<file path="src/design/pscv_div_cell.sv">
// One restoring division step: shift in one dividend bit, subtract if it fits.
// Standalone; instantiated by pscv_div_chain.
`timescale 1ns / 1ps
module pscv_div_cell #(
  parameter int unsigned NW = 8,
  parameter int unsigned DW = 8,
  parameter int unsigned SW = 1
) (
  input  logic          clk_i,
  input  logic          rst_ni,
  input  logic          en_i,
  input  logic          vld_i,
  input  logic [DW-1:0] rem_i,
  input  logic [NW-1:0] num_i,
  input  logic [DW-1:0] den_i,
  input  logic [SW-1:0] side_i,
  output logic          vld_o,
  output logic [DW-1:0] rem_o,
  output logic [NW-1:0] num_o,
  output logic [DW-1:0] den_o,
  output logic [SW-1:0] side_o
);

  logic [DW:0]   trial;
  logic [DW:0]   diff;
  logic          fits;
  logic          vld_q;
  logic [DW-1:0] rem_q, rem_d;
  logic [NW-1:0] num_q, num_d;
  logic [DW-1:0] den_q;
  logic [SW-1:0] side_q;

  always_comb begin
    trial = {rem_i, num_i[NW-1]};
    diff  = trial - {1'b0, den_i};
    fits  = (trial >= {1'b0, den_i});
    rem_d = fits ? diff[DW-1:0] : trial[DW-1:0];
    num_d = {num_i[NW-2:0], fits};
  end

  always_ff @(posedge clk_i or negedge rst_ni) begin
    if (!rst_ni) begin
      vld_q <= 1'b0;
    end else if (en_i) begin
      vld_q <= vld_i;
    end
  end

  always_ff @(posedge clk_i) begin
    if (en_i) begin
      rem_q  <= rem_d;
      num_q  <= num_d;
      den_q  <= den_i;
      side_q <= side_i;
    end
  end

  assign vld_o  = vld_q;
  assign rem_o  = rem_q;
  assign num_o  = num_q;
  assign den_o  = den_q;
  assign side_o = side_q;

endmodule

</file>
<file path="src/design/pscv_div_chain.sv">
// Row of NW division cells; the quotient is taken from the last cell's registers.
// Depends on pscv_div_cell.
`timescale 1ns / 1ps
module pscv_div_chain #(
  parameter int unsigned NW = 8,
  parameter int unsigned DW = 8,
  parameter int unsigned SW = 1
) (
  input  logic          clk_i,
  input  logic          rst_ni,
  input  logic          en_i,
  input  logic          vld_i,
  input  logic [NW-1:0] num_i,
  input  logic [DW-1:0] den_i,
  input  logic [SW-1:0] side_i,
  output logic          vld_o,
  output logic [NW-1:0] quot_o,
  output logic [SW-1:0] side_o
);

  logic          vld  [NW+1];
  logic [DW-1:0] rem  [NW+1];
  logic [NW-1:0] num  [NW+1];
  logic [DW-1:0] den  [NW+1];
  logic [SW-1:0] side [NW+1];

  assign vld[0]  = vld_i;
  assign rem[0]  = '0;
  assign num[0]  = num_i;
  assign den[0]  = den_i;
  assign side[0] = side_i;

  for (genvar g = 0; g < NW; g++) begin : g_cell
    pscv_div_cell #(.NW(NW), .DW(DW), .SW(SW)) u_cell (
      .clk_i  (clk_i),
      .rst_ni (rst_ni),
      .en_i   (en_i),
      .vld_i  (vld[g]),
      .rem_i  (rem[g]),
      .num_i  (num[g]),
      .den_i  (den[g]),
      .side_i (side[g]),
      .vld_o  (vld[g+1]),
      .rem_o  (rem[g+1]),
      .num_o  (num[g+1]),
      .den_o  (den[g+1]),
      .side_o (side[g+1])
    );
  end

  assign vld_o  = vld[NW];
  assign quot_o = num[NW];
  assign side_o = side[NW];

endmodule

</file>
<file path="config.mk">
export PLATFORM = sky130hd
export DESIGN_NAME = pscv_div_chain
export DESIGN_NICKNAME = d
export VERILOG_FILES = /design/src/design/pscv_div_cell.sv /design/src/design/pscv_div_chain.sv
export SDC_FILE = /design/constraint.sdc
export NUM_CORES = 1
export LEC_CHECK = 0
export BUFFER_PORTS_ARGS = -buffer_cell sky130_fd_sc_hd__buf_2
export CAP_MARGIN = 10
export CORE_MARGIN = 2
export CORE_UTILIZATION = 55
export DETAILED_ROUTE_END_ITERATION = 8
export PLACE_DENSITY = 0.72
export SLEW_MARGIN = 20
export SYNTH_ARGS = -nofsm -noshare
export SYNTH_HDL_FRONTEND = slang
export SYNTH_HIERARCHICAL = 1
export SYNTH_SLANG_ARGS = --single-unit
</file>
<file path="constraint.sdc">
create_clock -name clk_i -period 3 [get_ports clk_i]
set_clock_uncertainty 0.05 [all_clocks]
set_input_delay 0.15 -clock clk_i [delete_from_list [all_inputs] [get_ports clk_i]]
set_output_delay 0.15 -clock clk_i [all_outputs]
set_load 0.02 [all_outputs]
</file>
==> key figures <==
Power
  – Power per cell area: 813.1 mW/mm2
  – Worst vdd ir: slightly below 0.0005 V
  – Share of power burned in registers: between 40% and 50%
  – Combinational share of power: about 34%
  – Sw Pwr: roughly 2.7 mW
  – Power Total: ~8.8 mW
  – Lkg Pwr: 4.344 nW
  – Internal: approximately 6.1 mW
  – Clock power frac: 23.6%
  – Switching share of power: a little under a third

Final layout
  – Utilization after layout: between 60% and 70%
  – Synthesis-to-finish area growth: 11.95%
  – Nets@finish: approximately 870
  – Antenna diodes: 0
  – Layout cells sized above 1: 17.24%
  – Design area: 0.01088 mm2
  – Fillers: ~1300

Synthesis
  – Cell Area, Synth: 0.009717 mm2
  – Avg Cell Area, Syn: about 14 um2
  – Synth Instances: a little over 700
  – Syn. warnings: 6

Setup path
  – Crit path DAT: around 2700 ps
  – Endpoint type of the worst setup path: flop
  – CP Cell Sequence: dlygate4sd3_1, buf_2, inv_1, ha_1, nand3_1, nor3_1, a2111oi_2, o21a_1, mux2_4
  – Kind of critical path: input pin to flop
  – Max FO, Critical Path: 9
  – Worst Setup Start Kind: input pin
  – Slowest stage delay, CP: ~530 ps
  – CP max stage cell: o21a_1
  – Critical Path RT: between 3000 and 4000 ps

Outcome
  – Status: completed

Floorplan
  – Num ports: 31
  – Initial Util: roughly 56%
  – Die height: 136.9 um
  – Die Wd: about 140 um
  – Site Rows: 48
  – Die area: roughly 0.019 mm2
  – Core Region: between 0.015 and 0.02 mm2

Clocking
  – Clk buf depth: 2
  – Root buf cell: clkbuf_16
  – CTS Sinks: 192
  – H-Tree Depth: 4
  – Clock Latency Late Sink: 430 ps
  – CTS tree: yes
  – Worst-path clk slew: approximately 70 ps
  – Resized cells post-CTS: 0
  – Post-CTS Setup Bufs: 0
  – CTS buffer count: 17

GRT
  – First-pass GRT wire length: 25.70 mm
  – Initial antenna violation count: 0
  – Pin count of the biggest net entering global routing: 76
  – Vias in the first global route: between 5000 and 6000
  – GRT Util Overall: between 10% and 20%
  – GRT Residual Overflow: 0

STA
  – Worst-Margin Slew: 536.2 ps
  – Fmax: 395.7 MHz
  – Final min period: 2527 ps
  – Hold Violations, Final: 0
  – Period utilization: between 80% and 90%
  – Count of final setup violators: 0
  – Setup TNS: 0 ps
  – Max Slew Vio Count: 0
  – RSZ-0062 raised after global routing: false
  – Fin Hold WS: between 30 and 40 ps
  – Rel. slew slack: between 60% and 70%

Drt
  – Routed WL: ~15 mm
  – Number of iterations in the first detailed-routing pass: 4
  – Number of vias per cell: about 5.5
  – Initial drt markers: 303
  – Wire length per cell: between 15 and 20 um
  – # DRC: 0
  – Routed Antenna Nets: 0
  – Vias post-DR: roughly 5600

Placed design
  – Gpl congestion: approximately 0.87
  – IO Port Bufs: 30
  – Placement Cell Area: slightly above 0.01 mm2
  – Placed wire-length estimate: around 11 mm

Run
  – Max-Cap Viols: 0

Worst hold path
  – Hold/Removal Path Class: input pin to async pin
## path summary, 6_finish.rpt
kind,endpoint,cells after the start,start,slack (ps)
min in group clk_i,g_cell[0].u_cell/rem_o[0],3,num_i[7],70
worst min register to register,g_cell[1].u_cell/num_o[3],0,g_cell[0].u_cell/num_o[2],370
max in group asynchronous,g_cell[6].u_cell/vld_o,2,rst_ni,2700
worst min-delay path,g_cell[1].u_cell/vld_o,2,rst_ni,30
worst max register to register,g_cell[1].u_cell/rem_o[6],7,g_cell[0].u_cell/den_o[0],600
worst max-delay path,g_cell[0].u_cell/rem_o[6],9,den_i[5],470
## layout make-up
cell class / count / area (um2) / area share (%)
flip-flops and latches: 192 / 5725 / 52.63
multi-input cells: 417 / 3580 / 32.91
clock buffers: 19 / 432.9 / 3.980
repair buffers: 50 / 376.6 / 3.462
inverters: 99 / 371.6 / 3.416
well taps: 225 / 281.5 / 2.588
clock inverters: 12 / 110.1 / 1.012
## critical path: cells and delay by family
family,cells,cell delay [ps]
compound gates,2,880
buf+inv,3,660
fa+ha+maj,1,380
mux,1,350
simple gates,2,240
## state kept, by name (all words and copies together) (netlist names)
register and count:
g_cell.u_cell/num_o 64, g_cell.u_cell/den_o 56, g_cell.u_cell/rem_o 56, g_cell.u_cell/side_o 8, g_cell.u_cell/vld_o 8
## power groups by stage
| stage | clock [mW] | sequential (mW) | combinational, mW |
|---|---|---|---|
| finish | 2.09 | 3.79 | 2.97 |
| global route | 2.25 | 3.83 | 3.27 |
| CTS | 2.14 | 3.79 | 2.96 |
| detailed placement | 0 | 3.84 | 2.92 |
| global placement | 0 | 3.82 | 2.75 |
| floorplan | 0 | 3.79 | 2.35 |
## metrics by stage
step | instances | setup WS, ps
2_1_floorplan | 724 | 829.6
3_3_place_gp | 965 | 650.2
3_5_place_dp | 965 | 558.7
4_1_cts | 1014 | 479.3
5_1_grt | 1014 | 337.3
6_report | 1014 | 472.8
## cell usage in the layout, fill, tap and decap left out, types with 15 or more instances in the layout
cell type,count
o21ai_0,26
nand2_1,20
buf_2,29
ha_1,64
a21o_1,22
nor3_1,19
inv_1,99
xnor2_1,15
dlygate4sd3_1,18
a21oi_1,20
mux2_2,38
nand3_1,15
clkbuf_16,17
edfxtp_1,184
nor2_1,18
conb_1,15
## metal layers
layer  track usage, %  vias up  part of all wire (%)
met5                0        -                     0
met4            9.221        0                   3.0
met3            4.741       36                   2.6
met2            33.28       96                    55
met1            18.18     2696                    39
li1                 -     2755                     -
## what timing repair did
item | in CTS | in global routing
hold buffers | 18 | 0
hold endpoints to repair | 25 | 0
endpoints found under the setup margin | 0 | 0
(Power assumes the default switching activity.)
